<file path="config.mk">
export PLATFORM = sky130hd
export DESIGN_NAME = fixed_support_digit_enumerator_core
export DESIGN_NICKNAME = d
export VERILOG_FILES = /design/src/design/fsde_pkg.sv /design/src/design/fsde_digit_file.sv /design/src/design/fsde_digit_alu.sv /design/src/design/fixed_support_digit_enumerator_core.sv
export SDC_FILE = /design/constraint.sdc
export NUM_CORES = 1
export LEC_CHECK = 0
export BUFFER_PORTS_ARGS = -buffer_cell sky130_fd_sc_hd__buf_4
export CAP_MARGIN = 30
export CORE_MARGIN = 3
export CORE_UTILIZATION = 54
export CTS_CLUSTER_SIZE = 12
export DETAILED_ROUTE_END_ITERATION = 16
export PLACE_DENSITY = 0.82
export SKIP_CTS_REPAIR_TIMING = 1
export SYNTH_ARGS = -nofsm -noshare
export SYNTH_HDL_FRONTEND = slang
export SYNTH_HIERARCHICAL = 1
export SYNTH_SLANG_ARGS = --single-unit
</file>
<file path="constraint.sdc">
create_clock -name clk -period 5.9 [get_ports clk]
set_input_delay 1.77 -clock clk [delete_from_list [all_inputs] [get_ports clk]]
set_output_delay 1.77 -clock clk [all_outputs]
set_load 0.005 [all_outputs]
</file>
<file path="src/design/fsde_pkg.sv">
// fsde_pkg: shared types and constants of the fixed-support digit enumerator.
// Used by fsde_digit_alu, fixed_support_digit_enumerator_core and its testbench; no dependencies.
package fsde_pkg;

  localparam int CFG_W     = 5;   // width of every configuration register
  localparam int CFG_IDX_W = 2;   // configuration register index
  localparam int REQ_W     = 2;   // request code
  localparam int FIELD_W   = 4;   // digit_index, digit_value, nonzero_rank
  localparam int SLOT_BITS = 4;   // bits per position in the packed vector
  localparam int SLOTS     = 16;
  localparam int VEC_W     = SLOT_BITS * SLOTS;

  // Request codes
  localparam logic [REQ_W-1:0] REQ_ADVANCE = 2'd0;
  localparam logic [REQ_W-1:0] REQ_QUERY   = 2'd1;
  localparam logic [REQ_W-1:0] REQ_LOAD    = 2'd2;
  localparam logic [REQ_W-1:0] REQ_RESTART = 2'd3;

  // Configuration register indexes
  localparam logic [CFG_IDX_W-1:0] CFG_DIGIT_COUNT = 2'd0;
  localparam logic [CFG_IDX_W-1:0] CFG_RADIX       = 2'd1;
  localparam logic [CFG_IDX_W-1:0] CFG_TARGET      = 2'd2;

  // Configuration reset values
  localparam logic [CFG_W-1:0] COUNT_RESET  = 5'd16;
  localparam logic [CFG_W-1:0] RADIX_RESET  = 5'd2;
  localparam logic [CFG_W-1:0] TARGET_RESET = 5'd1;

  // Operation applied by the digit unit on each position of a pass
  typedef enum logic [2:0] {
    OP_SCAN,
    OP_KEEP,
    OP_ADVANCE,
    OP_QUERY,
    OP_LOAD,
    OP_FIRST
  } op_t;

  // Running flags carried from one position to the next
  typedef struct packed {
    logic seen;     // a nonzero digit seen at or below this position
    logic inc;      // an increasable position seen
    logic zab;      // a zero right above a nonzero digit seen
    logic prev_nz;  // previous position nonzero
    logic hit;      // neighbor query found its digit
  } track_t;

endpackage

</file>
<file path="src/design/fsde_digit_file.sv">
// fsde_digit_file: the digit store, one read and one write position per cycle,
// plus a clear of all positions from a given index up. No package dependency.
module fsde_digit_file #(
  parameter int MAX_DIGITS = 16,
  parameter int DIGIT_BITS = 4,
  localparam int CNT_W = $clog2(MAX_DIGITS + 1),
  localparam int IDX_W = (MAX_DIGITS > 1) ? $clog2(MAX_DIGITS) : 1
) (
  input  logic                  clk,
  input  logic                  rst,
  input  logic [IDX_W-1:0]      rd_idx,
  output logic [DIGIT_BITS-1:0] rd_data,
  input  logic                  wr_en,
  input  logic [IDX_W-1:0]      wr_idx,
  input  logic [DIGIT_BITS-1:0] wr_data,
  input  logic                  clr_en,
  input  logic [CNT_W-1:0]      clr_from
);

  logic [DIGIT_BITS-1:0] store [MAX_DIGITS];

  assign rd_data = store[rd_idx];

  always_ff @(posedge clk) begin
    if (rst) begin
      for (int k = 0; k < MAX_DIGITS; k++) begin
        store[k] <= '0;
      end
    end else begin
      if (wr_en) begin
        store[wr_idx] <= wr_data;
      end
      // drop positions that fall outside the new digit count
      if (clr_en) begin
        for (int k = 0; k < MAX_DIGITS; k++) begin
          if (CNT_W'(k) >= clr_from) begin
            store[k] <= '0;
          end
        end
      end
    end
  end

endmodule

</file>
<file path="src/design/fsde_digit_alu.sv">
// fsde_digit_alu: the shared per-digit unit; computes the new digit of one position
// for the current operation and updates the running flags. Depends on fsde_pkg.
module fsde_digit_alu #(
  parameter int MAX_DIGITS = 16,
  parameter int DIGIT_BITS = 4,
  localparam int CNT_W = $clog2(MAX_DIGITS + 1)
) (
  input  fsde_pkg::op_t                 op,
  input  logic [CNT_W-1:0]              position,
  input  logic [DIGIT_BITS-1:0]         digit,
  input  logic [DIGIT_BITS-1:0]         top_digit,
  input  logic [CNT_W-1:0]              pos,
  input  logic [CNT_W-1:0]              pack_cnt,
  input  logic [fsde_pkg::CFG_W-1:0]    target,
  input  logic [fsde_pkg::FIELD_W-1:0]  load_index,
  input  logic [fsde_pkg::FIELD_W-1:0]  load_value,
  input  logic [fsde_pkg::FIELD_W-1:0]  rank,
  input  logic [CNT_W-1:0]              cnt,
  input  fsde_pkg::track_t              trk,
  output logic [DIGIT_BITS-1:0]         new_digit,
  output logic [DIGIT_BITS-1:0]         out_digit,
  output logic                          wr_en,
  output logic                          nz,
  output logic [CNT_W-1:0]              cnt_next,
  output fsde_pkg::track_t              trk_next
);

  import fsde_pkg::*;

  localparam logic [DIGIT_BITS-1:0] ONE = DIGIT_BITS'(1);

  logic [CFG_W-1:0]      ix;
  logic [DIGIT_BITS-1:0] sat_value;
  logic                  hit_now;

  assign ix = CFG_W'(position);
  assign sat_value = (load_value > FIELD_W'(top_digit)) ? top_digit
                                                        : DIGIT_BITS'(load_value);

  always_comb begin
    new_digit = digit;
    wr_en     = 1'b0;
    hit_now   = 1'b0;
    nz        = (digit != '0);
    unique case (op)
      OP_ADVANCE: begin
        // pack the nonzero digits below the step position as ones, bump it
        if (ix < CFG_W'(pos)) begin
          new_digit = (ix < CFG_W'(pack_cnt)) ? ONE : '0;
          wr_en     = 1'b1;
        end else if (ix == CFG_W'(pos)) begin
          new_digit = digit + ONE;
          wr_en     = 1'b1;
        end
      end
      OP_QUERY: begin
        hit_now = nz && !trk.hit && (CFG_W'(cnt) == CFG_W'(rank));
      end
      OP_LOAD: begin
        if (ix == CFG_W'(load_index)) begin
          new_digit = sat_value;
          wr_en     = 1'b1;
        end
      end
      OP_FIRST: begin
        new_digit = (ix < target) ? ONE : '0;
        wr_en     = 1'b1;
      end
      default: begin
      end
    endcase

    out_digit = hit_now ? '0 : new_digit;

    trk_next.seen    = trk.seen | (new_digit != '0);
    trk_next.inc     = trk.inc | ((new_digit < top_digit) && trk_next.seen);
    trk_next.zab     = trk.zab | (trk.prev_nz && (new_digit == '0));
    trk_next.prev_nz = (new_digit != '0);
    trk_next.hit     = trk.hit | hit_now;

    cnt_next = cnt + CNT_W'(nz && !trk.hit);
  end

endmodule

</file>
<file path="src/design/fixed_support_digit_enumerator_core.sv">
// An advance after the first takes a scan of up to n positions and a rewrite pass of n
// positions; every other request takes one pass; with n = 0 a request is answered
// without a pass. The shared digit unit handles one position per cycle. One item at a
// time; busy is high meanwhile. done is a one-cycle strobe; the receiver cannot stall.
// Synchronous reset clears the digits, the started flag and loads the configuration
// defaults (16, 2, 1).
module fixed_support_digit_enumerator_core #(
  parameter int MAX_DIGITS = 16,
  parameter int DIGIT_BITS = 4
) (
  input  logic                              clk,
  input  logic                              rst,
  input  logic                              start,
  output logic                              busy,
  input  logic [fsde_pkg::REQ_W-1:0]        req_type,
  input  logic [fsde_pkg::FIELD_W-1:0]      digit_index,
  input  logic [fsde_pkg::FIELD_W-1:0]      digit_value,
  input  logic [fsde_pkg::FIELD_W-1:0]      nonzero_rank,
  input  logic                              cfg_valid,
  output logic                              cfg_ready,
  input  logic [fsde_pkg::CFG_IDX_W-1:0]    cfg_index,
  input  logic [fsde_pkg::CFG_W-1:0]        cfg_data,
  output logic                              done,
  output logic [fsde_pkg::VEC_W-1:0]        digit_vector,
  output logic                              has_more,
  output logic                              not_found
);

  import fsde_pkg::*;

  localparam int CNT_W = $clog2(MAX_DIGITS + 1);
  localparam int IDX_W = (MAX_DIGITS > 1) ? $clog2(MAX_DIGITS) : 1;
  localparam logic [CFG_W-1:0] MAX_COUNT = CFG_W'(MAX_DIGITS);
  localparam logic [CFG_W-1:0] RADIX_MAX = CFG_W'(2 ** DIGIT_BITS);
  localparam logic [CFG_W-1:0] RADIX_MIN = CFG_W'(2);

  typedef enum logic [1:0] {S_IDLE, S_SCAN, S_PASS} state_t;

  // Positions in use: the count register saturated to the store depth.
  function automatic logic [CNT_W-1:0] used_len(input logic [CFG_W-1:0] v);
    return (v > MAX_COUNT) ? CNT_W'(MAX_COUNT) : CNT_W'(v);
  endfunction

  // Configuration registers
  logic [CFG_W-1:0] cfg_count;
  logic [CFG_W-1:0] cfg_radix;
  logic [CFG_W-1:0] cfg_target;
  logic             cfg_wr;

  // Sequencer registers
  state_t              state;
  op_t                 op;
  logic                started;
  logic [CNT_W-1:0]    i;
  logic [CNT_W-1:0]    pos;
  logic [CNT_W-1:0]    pack_cnt;
  logic [CNT_W-1:0]    cnt;
  track_t              trk;
  logic [FIELD_W-1:0]  load_index;
  logic [FIELD_W-1:0]  load_value;
  logic [FIELD_W-1:0]  rank;

  // Combinational
  logic [CNT_W-1:0]      n;
  logic [CFG_W-1:0]      radix_sat;
  logic [DIGIT_BITS-1:0] top_digit;
  logic [IDX_W-1:0]      idx;
  logic                  last;
  op_t                   op_start;
  logic                  started_new;
  logic [DIGIT_BITS-1:0] rd_data;
  logic [DIGIT_BITS-1:0] new_digit;
  logic [DIGIT_BITS-1:0] out_digit;
  logic                  alu_we;
  logic                  wr_en;
  logic                  nz;
  logic [CNT_W-1:0]      cnt_next;
  track_t                trk_next;

  assign busy      = (state != S_IDLE);
  assign cfg_ready = !busy;
  assign cfg_wr    = cfg_valid && cfg_ready;

  assign n         = used_len(cfg_count);
  assign radix_sat = (cfg_radix < RADIX_MIN) ? RADIX_MIN :
                     (cfg_radix > RADIX_MAX) ? RADIX_MAX : cfg_radix;
  assign top_digit = DIGIT_BITS'(radix_sat - CFG_W'(1));
  assign idx       = i[IDX_W-1:0];
  assign last      = (i == n - CNT_W'(1));
  assign wr_en     = (state == S_PASS) && alu_we;

  // Choose the per-position operation for a new item.
  always_comb begin
    op_start    = OP_KEEP;
    started_new = started;
    unique case (req_type)
      REQ_ADVANCE: begin
        op_start    = started ? OP_SCAN : OP_FIRST;
        started_new = 1'b1;
      end
      REQ_QUERY:   op_start = OP_QUERY;
      REQ_LOAD:    op_start = OP_LOAD;
      REQ_RESTART: begin
        op_start    = OP_FIRST;
        started_new = 1'b1;
      end
      default: begin
      end
    endcase
  end

  // Configuration registers; written only while idle.
  always_ff @(posedge clk) begin
    if (rst) begin
      cfg_count  <= COUNT_RESET;
      cfg_radix  <= RADIX_RESET;
      cfg_target <= TARGET_RESET;
    end else if (cfg_wr) begin
      unique case (cfg_index)
        CFG_DIGIT_COUNT: cfg_count  <= cfg_data;
        CFG_RADIX:       cfg_radix  <= cfg_data;
        CFG_TARGET:      cfg_target <= cfg_data;
        default: begin
        end
      endcase
    end
  end

  fsde_digit_file #(
    .MAX_DIGITS (MAX_DIGITS),
    .DIGIT_BITS (DIGIT_BITS)
  ) u_file (
    .clk      (clk),
    .rst      (rst),
    .rd_idx   (idx),
    .rd_data  (rd_data),
    .wr_en    (wr_en),
    .wr_idx   (idx),
    .wr_data  (new_digit),
    .clr_en   (cfg_wr && (cfg_index == CFG_DIGIT_COUNT)),
    .clr_from (used_len(cfg_data))
  );

  fsde_digit_alu #(
    .MAX_DIGITS (MAX_DIGITS),
    .DIGIT_BITS (DIGIT_BITS)
  ) u_alu (
    .op         (op),
    .position   (i),
    .digit      (rd_data),
    .top_digit  (top_digit),
    .pos        (pos),
    .pack_cnt   (pack_cnt),
    .target     (cfg_target),
    .load_index (load_index),
    .load_value (load_value),
    .rank       (rank),
    .cnt        (cnt),
    .trk        (trk),
    .new_digit  (new_digit),
    .out_digit  (out_digit),
    .wr_en      (alu_we),
    .nz         (nz),
    .cnt_next   (cnt_next),
    .trk_next   (trk_next)
  );

  // Sequencer. An advance first scans upward for the lowest increasable position
  // (the inc flag of the running track), then rewrites the store in one pass.
  // Every pass also rebuilds the result vector and the has-more flag from the digits
  // it leaves behind; a query shows its found digit as zero in the vector only.
  always_ff @(posedge clk) begin
    if (rst) begin
      state        <= S_IDLE;
      op           <= OP_KEEP;
      started      <= 1'b0;
      done         <= 1'b0;
      i            <= '0;
      pos          <= '0;
      pack_cnt     <= '0;
      cnt          <= '0;
      trk          <= '0;
      digit_vector <= '0;
      has_more     <= 1'b0;
      not_found    <= 1'b0;
    end else begin
      unique case (state)
        S_IDLE: begin
          // no positions in use: answer at once
          done <= start && (n == '0);
          if (start) begin
            load_index   <= digit_index;
            load_value   <= digit_value;
            rank         <= nonzero_rank;
            i            <= '0;
            cnt          <= '0;
            trk          <= '0;
            digit_vector <= '0;
            op           <= op_start;
            started      <= started_new;
            if (n == '0) begin
              has_more  <= !started_new;
              not_found <= (req_type == REQ_QUERY);
            end else begin
              state <= (op_start == OP_SCAN) ? S_SCAN : S_PASS;
            end
          end
        end
        S_SCAN: begin
          done <= 1'b0;
          if (trk_next.inc) begin
            // step here; a zero digit takes the one below it, so pack one fewer
            pos      <= i;
            pack_cnt <= cnt - CNT_W'(!nz);
            op       <= OP_ADVANCE;
            state    <= S_PASS;
            i        <= '0;
            cnt      <= '0;
            trk      <= '0;
          end else if (last) begin
            // nothing can be increased: hold the vector
            op    <= OP_KEEP;
            state <= S_PASS;
            i     <= '0;
            cnt   <= '0;
            trk   <= '0;
          end else begin
            trk <= trk_next;
            cnt <= cnt_next;
            i   <= i + CNT_W'(1);
          end
        end
        S_PASS: begin
          done <= last;
          trk  <= trk_next;
          cnt  <= cnt_next;
          i    <= i + CNT_W'(1);
          digit_vector[SLOT_BITS*idx +: SLOT_BITS] <= SLOT_BITS'(out_digit);
          if (last) begin
            state     <= S_IDLE;
            has_more  <= !started || trk_next.inc || trk_next.zab;
            not_found <= (op == OP_QUERY) && !trk_next.hit;
          end
        end
        default: begin
          state <= S_IDLE;
          done  <= 1'b0;
        end
      endcase
    end
  end

  // A result comes only from the end of a pass or an immediate answer.
  a_done_source: assert property (@(posedge clk) disable iff (rst)
    done |-> ($past(state) == S_PASS) || $past(start && !busy))
    else $error("result strobe without a finished item");

  // The position counter stays inside the positions in use while working.
  a_index_range: assert property (@(posedge clk) disable iff (rst)
    (state != S_IDLE) |-> (i < n))
    else $error("position counter out of range");

  // A scan for the next pattern only runs once the first pattern is loaded.
  a_scan_started: assert property (@(posedge clk) disable iff (rst)
    (state == S_SCAN) |-> started)
    else $error("scan before first pattern");

  // An advance never rewrites digits above its step position.
  a_advance_bound: assert property (@(posedge clk) disable iff (rst)
    (wr_en && (op == OP_ADVANCE)) |-> (i <= pos))
    else $error("advance wrote above step position");

  // Only a neighbor query can report a missing digit.
  a_not_found_query: assert property (@(posedge clk) disable iff (rst)
    (done && not_found) |-> (op == OP_QUERY))
    else $error("not_found on a request other than a query");

endmodule

</file>
# Word-level counts from Yosys, hierarchy flattened
# Memories as Yosys holds them, arrays and structs flattened. A register that Yosys moved wholly into a read port is not among the register bits.
# Cells that the tools add are included.
# totals
n_memories	1
mem_bits_rw	64
reg_bits	125
out_inout_bits	69
in_bits	25
elab_cells	283
# classes
magnitude_cmp	25
n_addsub	7
n_mux	143
reduce_logical	42
n_shift	2
n_eq_ne	20
n_bitwise	21
# memory_table
memory	depth	width	rd	rd_ports_with_merged_regs	wr	line	text
u_file.store	16	4	1	1	16	fsde_digit_file.sv:20	logic [DIGIT_BITS-1:0] store [MAX_DIGITS];
# op_table
operator	n
$pmux W64 S2	1
$mux W4	27
$mux W1	83
$bwmux W64	1
$mux W64	1
$shift A4 B34 Y64 const A	1
$shiftx A4 B34 Y64	1
$mux W5	9
$pmux W5 S3	3
$ge A4 B5 Y1 const A	8
$neg A6 Y34	1
$ge A3 B5 Y1 const A	4
$or A1 B1 Y1	20
$gt A5 B5 Y1 const B	3
$lt A5 B5 Y1	3
$reduce_and A2 Y1	7
$mux W2	6
$mux W3	4
$pmux W3 S4	1
$pmux W4 S3	1
$eq A5 B4 Y1	2
$eq A5 B5 Y1	2
$ge A1 B5 Y1 const A	2
$ge A2 B5 Y1 const A	2
other kinds (34)	67

# Depth between registers and ports, before layout
# Gate-level depths: netlist of run 1.
# depth
depth_word	16
ltp_mapped	21
depth_no_buf	21

# Cells and area by module
# The synthesis of run 1 kept the hierarchy.
# modules_own_cells
mod	n_inst	cells_per_inst	area_each_um2	seq_area_each_um2
fixed_support_digit_enumerator_core	1	598	5345.1	2622.5
fsde_digit_file	1	290	3550.9	1921.8
fsde_digit_alu	1	161	1143.6	0.0

# Worst setup path after synthesis of run 1
# No wires, ideal clock.
# synth_timing
path_kind	register to register
from	register i[0]
to	register state[1]
path_stages_with_launch	21
path_buffers	2
setup_ps	123
arrival_time_ps	4700
t_required_ps	5777
slack_ps	1076
synth_period_minus_slack_ps	4824
path_cell_list	dfxtp_1 -> buf_2 -> buf_2 -> mux4_2 -> mux4_2 -> inv_1 -> ha_1 -> nand2_1 -> mux2i_1 -> a21oi_1 -> o21ai_1 -> ha_1 -> nor2_1 -> nor3_1 -> o31a_1 -> a211oi_1 -> nor2_1 -> nand3_1 -> o211ai_2 -> a211oi_2 -> mux2_1
# synth_lines
item	line	text
start, declared	fixed_support_digit_enumerator_core.sv:54	logic [CNT_W-1:0] i;
start signal, assigned	fixed_support_digit_enumerator_core.sv:230	i <= i + CNT_W'(1);
start signal, assigned	fixed_support_digit_enumerator_core.sv:237	i <= i + CNT_W'(1);
end signal, assigned	fixed_support_digit_enumerator_core.sv:205	state <= (op_start == OP_SCAN) ? S_SCAN : S_PASS;
end, declared	fixed_support_digit_enumerator_core.sv:51	state_t state;

==> metrics.cfg, run 1 <==
[sta]
post-route-period-util = 0.920
slew_violations = 0
skew_ns = 0.0212
hold_viol_final = 0
period_minus_slack_ns = 5.43
fmax_mhz = 184
worst_pin_slew_ns = 0.926
holdWs_ns = 0.462
finalSetupTns_ns = 0
setup_viol = 0
maxSlewHeadroom = 0.382
rsz0062_at_grt = no

[worst_setup_path]
crit_buf_inv = 1
crit_path_top_delay_cell = o311ai_0
cp-end-kind = register
cpPeakStageDelay_ns = 0.68
path_delay_family = compound AO/OA/AOI/OAI gates
crit_arrival_ns = 5.75
crit_chain = o311ai_0, ha_1, xnor2_1, inv_1, ha_1, o21a_1, o21ai_0, nor2_1, mux2i_1, o21ai_1, ha_1, nor2_1, nor3_1, o31a_1, a211oi_1, nor2_1, nand3_1, o211ai_2, a211oi_2, mux2_1
cp-start-kind = register
required_ns = 6.23
critPathMaxFanout = 7
worstSetupPathType = register to register

[yosys]
synth_area_um2 = 10000
synth_cell_type_count = 76
netlist.top_cell.by_area = edfxtp_1
synth-seq-cells = 189
synthFlopType = dfxtp_1
avgSynthCellArea_um2 = 9.57
synth_top_cell_area_share = 0.227
synth_fp_nets = 1112
synth_warnings = 6
synth_common_cells = nor2_1, dfxtp_1, edfxtp_1, nand2_1, a22oi_1
yosys-top-cells-area = edfxtp_1, dfxtp_1, nor2_1
synth_edf_count = 76
netlist_instances = 1049
yosysSeqAreaShare = 0.453
synthArstFlopShare = 0
synth_most_common_cell = nor2_1

[global_routing]
grt_pass1_vias = 7964
grt_overflow = 0
grtUsageMet3 = 0.0675
met2_usage = 0.407
grt_max_degree = 83
grt_pass1_wl_um = 42100
met1_usage = 0.358
busiest_layer = met2
antenna_found_initial = 0
track_usage = 0.260

[floorplan]
initial_core_util = 0.555
dieHeight_um = 142
die_x_um = 142
io_pins = 94
core_area_um2 = 18100
dieArea_um2 = 20300
fp-row-count = 49

[layout]
syn_to_final_growth_pct = 14.9
n_antenna_cell = 0
stdcell_area_um2 = 11500
multiInputGateArea_um2 = 5030
fillers = 1463
register_area_um2 = 4550
finish.utilization = 0.638
drive_gt1_frac = 0.172
layout.nets = 1180

[route]
drc = 0
wl_per_cell_um = 19.5
firstDrtPassIters = 6
routed_wl_um = 26500
ant_nets = 0
drtIter0Drc = 883
viasPerCell = 6.21
vias = 8442

[clock_tree]
cts-buffers-inserted = 17
clk_path_buf_depth = 2
cts_tree = done
path_clk_slew_ns = 0.07
cts_sinks = 189
htreeDepth = 4
cts-root-buf = clkbuf_16
clk_latency_ns = 0.44

[power_and_ir_drop]
cellInternalPower_w = 0.00239
combinationalPowerShare = 0.260
switching_power_w = 0.00127
switching_share = 0.346
power_frac_seq = 0.409
fin_total_pwr_w = 0.00366
p_leak_nw = 4.26
power_density_nw_per_um2 = 317
p_clk_frac = 0.331
ir_worst_vdd_mv = 0.204

[placement]
placed_cell_area_um2 = 10900
port_buffers = 93
hpwl_um = 18800
place.gp.congestion = 1.02

[worst_hold_path]
holdCritPathClass = register to register

[flow_run]
cap_violations = 0

[run_status]
status = completed

==> worst min-delay path, cell delays in order, from the launching register on <==
cell	delay (ns)
dfxtp_1	0.31
nand2_1	0.05
a21oi_1	0.05
==> final cells by class <==
type                    count  share of cell area
clock buffers              18              0.0391
clock inverters            14              0.0162
inverters                  52              0.0169
repair buffers            109              0.0730
flip-flops and latches    189               0.394
multi-input cells         748               0.436
well taps                 229              0.0248
==> registers in the layout, indices dropped and copies added (netlist names), 5 cells and up <==
| signal | cells |
|---|---|
| cfg_target | 5 |
| trk | 5 |
| digit_vector | 64 |
| cfg_radix | 5 |
| u_file/store | 64 |
| pack_cnt | 5 |
| cnt | 5 |
| cfg_count | 5 |
| pos | 5 |
| i | 5 |
==> power by group through the flow <==
stage	registers (W)	clock network [W]	logic (W)
6_report	0.00150	0.00121	0.000951
5_1_grt	0.00151	0.00128	0.00104
4_1_cts	0.00150	0.00122	0.000932
3_5_place_dp	0.00152	0	0.000927
3_3_place_gp	0.00152	0	0.000908
2_1_floorplan	0.00149	0	0.000689
==> final timing paths <==
kind | startpoint | end | slack, ns | depth (start not counted)
worst max-delay path | cfg_radix[1] | state[1] | 0.47 | 20
worst min-delay path | pos[4] | pos[4] | 0.46 | 2
worst max register to register | cfg_radix[1] | state[1] | 0.47 | 20
worst min register to register | pos[4] | pos[4] | 0.46 | 2
==> placed cells by master (no fill, tap or decap), drive strengths merged, types with 28 or more instances in the layout <==
cell and n:
ha 38, o21ai 57, a22oi 64, a21oi 39, nor3 54, nand2 70
buf 109, dfxtp 113, nand3 28, nor2 145, edfxtp 76, inv 59
==> routing by layer <==
layer	vias up	wire [um]
met5	-	0
met4	0	544
met3	46	2510
met2	391	12200
met1	4027	11200
li1	3978	-
==> through the flow <==
stage / instances / setup WS [ns]
6_report: 1359 / 0.475
3_5_place_dp: 1327 / 0.525
2_1_floorplan: 1049 / 1.08
3_3_place_gp: 1324 / 0.657
5_1_grt: 1359 / 0.0701
4_1_cts: 1359 / 0.501
==> kinds of logic (layout without fill, tap and decap cells) <==
logic type,count (synthesis),after routing,share of synthesized area
XOR/XNOR,23,23,0.0201
flip-flops,189,189,0.453
buffers and inverters,112,193,0.0467
AND/OR/NAND/NOR,419,419,0.212
multiplexers,40,40,0.0649
adder cells (fa/ha/maj),38,38,0.0474
AO/OA/AOI/OAI,228,228,0.156
(Power assumes the default switching activity.)
==> run 2, diff against run 1 <==
--- a/config.mk
+++ b/config.mk
@@ -5,13 +5,14 @@
 export SDC_FILE = /design/constraint.sdc
 export NUM_CORES = 1
 export LEC_CHECK = 0
+export ABC_AREA = 1
 export BUFFER_PORTS_ARGS = -buffer_cell sky130_fd_sc_hd__buf_4
 export CAP_MARGIN = 30
 export CORE_MARGIN = 3
 export CORE_UTILIZATION = 54
 export CTS_CLUSTER_SIZE = 12
 export DETAILED_ROUTE_END_ITERATION = 16
-export PLACE_DENSITY = 0.82
+export PLACE_DENSITY = 0.81
 export SKIP_CTS_REPAIR_TIMING = 1
 export SYNTH_ARGS = -nofsm -noshare
 export SYNTH_HDL_FRONTEND = slang
==> constraint.sdc (replaced) <==
create_clock -name clk -period 5.9 [get_ports clk]
set_input_delay 0.885 -clock clk [delete_from_list [all_inputs] [get_ports clk]]
set_output_delay 0.885 -clock clk [all_outputs]
set_load 0.005 [all_outputs]
==> run 2 against run 1 <==
Compared with the run above: via count up 12%; total power up 16%; area after synthesis up 6.9%; sequential power up 3%; critical path type unchanged; largest cell class unchanged; highest routed layer unchanged.
==> metrics.cfg, run 2 <==
[run_status]
status = completed

[global_routing]
antenna_found_initial = 0
grt_pass1_wl_um = 44600
track_usage = 0.253
grt_pass1_vias = 8990
grt_overflow = 0
grt_max_degree = 82

[sta]
fmax_mhz = 236
period_minus_slack_ns = 4.24
worst_pin_slew_ns = 0.986
rsz0062_at_grt = no
maxSlewHeadroom = 0.342
finalSetupTns_ns = 0
skew_ns = 0.0158
hold_viol_final = 0
post-route-period-util = 0.719
slew_violations = 0
setup_viol = 0

[route]
drtIter0Drc = 789
firstDrtPassIters = 5
ant_nets = 0
wl_per_cell_um = 15.8
drc = 0
routed_wl_um = 27300
viasPerCell = 5.47
vias = 9475

[clock_tree]
cts-root-buf = clkbuf_16
clk_latency_ns = 0.44
clk_path_buf_depth = 2
cts_tree = done
cts_sinks = 189
path_clk_slew_ns = 0.08
cts-buffers-inserted = 17
htreeDepth = 4

[floorplan]
dieHeight_um = 147
die_x_um = 147
initial_core_util = 0.561
io_pins = 94
core_area_um2 = 19100
fp-row-count = 50
dieArea_um2 = 21600

[yosys]
synth_fp_nets = 1449
netlist_instances = 1386
synth_warnings = 6
synth_cell_type_count = 51
synth_edf_count = 76
yosys-top-cells-area = edfxtp_1, dfxtp_1, nand2_1
synth_common_cells = nand2_1, nor2_1, inv_1, a21oi_1, dfxtp_1
netlist.top_cell.by_area = edfxtp_1
yosysSeqAreaShare = 0.423
synth-seq-cells = 189
synthFlopType = dfxtp_1
avgSynthCellArea_um2 = 7.74
synth_most_common_cell = nand2_1
synth_area_um2 = 10700
synthArstFlopShare = 0
synth_top_cell_area_share = 0.213

[worst_setup_path]
worstSetupPathType = register to register
cp-start-kind = register
critPathMaxFanout = 44
cp-end-kind = register
crit_arrival_ns = 4.56
required_ns = 6.21

[placement]
hpwl_um = 20000
port_buffers = 93
place.gp.congestion = 0.969

[layout]
layout.nets = 1521
fillers = 1665
n_antenna_cell = 0
final_common_cell = nand2_1
largest_registers = digit_vector x64, u_file/store x64
syn_to_final_growth_pct = 13.4
layout_common_cells = nand2_1, nor2_1, inv_1
drive_gt1_frac = 0.192

[power_and_ir_drop]
ir_worst_vdd_mv = 0.192
fin_total_pwr_w = 0.00425
p_leak_nw = 4.96
power_density_nw_per_um2 = 349

[worst_hold_path]
holdCritPathClass = register to register

[flow_run]
cap_violations = 0

-- run 2: cell count changes in the layout (fill, tap and decap cells not counted), sizes merged, moves of 22 or more --
cell / delta
inv: +116
nand2: +274
nor4: -22
a22oi: -63
nor2: +71
a21oi: +99
nand3: +69
nor3: -48
-- run 2: worst max-delay path: stages, from the launching register on --
cell and delay [ns]:
dfxtp_2 0.88, buf_4 0.44, mux2i_1 0.14, o211ai_1 0.17, o211ai_1 0.10, nand2_1 0.18
nand3_1 0.11, xor2_1 0.15, nand2_1 0.06, o21ai_1 0.07, a21oi_2 0.15, nand2_2 0.10
ha_1 0.31, nand2_1 0.07, inv_1 0.05, nand2_1 0.06, nand3_2 0.09, nand2_2 0.08
nand2_1 0.10, clkinv_1 0.39, o21ai_0 0.37, a21oi_1 0.07
-- run 2: path summary, 6_finish.rpt --
path | startpoint | endpoint | slack (ns) | cells past startpoint
setup / recovery | i[0] | pos[4] | 1.66 | 21
hold / removal | digit_vector[4] | digit_vector[4] | 0.46 | 2
setup reg to reg | i[0] | pos[4] | 1.66 | 21
hold reg to reg | digit_vector[4] | digit_vector[4] | 0.46 | 2
-- run 2: through the flow --
stage	setup WS [ns]	hold slack [ns]	std cells	utilization	cell area (um2)
final	1.66	0.463	1731	0.636	12200
after global routing	1.16	0.478	1731	0.636	12200
after CTS	1.67	0.466	1731	0.636	12200
after detailed placement	1.68	0.453	1699	0.605	11600
after global placement	1.85	0.447	1697	0.604	11600
after floorplan	2.35	0.444	1386	-	10700
-- run 2: cell type report --
cell class                 instances  area [um2]  share of cell area
timing repair buffer              99         763              0.0627
clock inverter                    15         159              0.0131
tap                              260         325              0.0267
inverter                         166         624              0.0513
sequential                       189        4550               0.373
multi-input combinational        985        5330               0.438
clock buffer                      17         425              0.0349
-- run 2: layer usage --
metal / up-vias / routed length [um] / GRT usage
li1: 4676 / - / -
met1: 4394 / 11700 / 0.330
met2: 352 / 12800 / 0.410
met3: 53 / 2220 / 0.0669
met4: 0 / 629 / 0.0839
met5: - / 0 / 0
-- run 2: kinds of logic (layout without fill, tap and decap cells) --
| family | count (synthesis) | in the layout | share of synthesized area |
|---|---|---|---|
| and+or+nand+nor | 675 | 675 | 0.298 |
| AOI/OAI and AO/OA | 240 | 240 | 0.123 |
| buffers and inverters | 212 | 297 | 0.0804 |
| DFF | 189 | 189 | 0.423 |
| adders and majority gates | 38 | 38 | 0.0443 |
| xor gates and xnor gates | 16 | 16 | 0.0155 |
| muxes | 16 | 16 | 0.0149 |
-- run 2: report_power, final --
group          switching, W  total [W]  internal, W
clock network      0.000569    0.00114     0.000573
registers         0.0000852    0.00155      0.00146
logic               0.00111    0.00156     0.000452
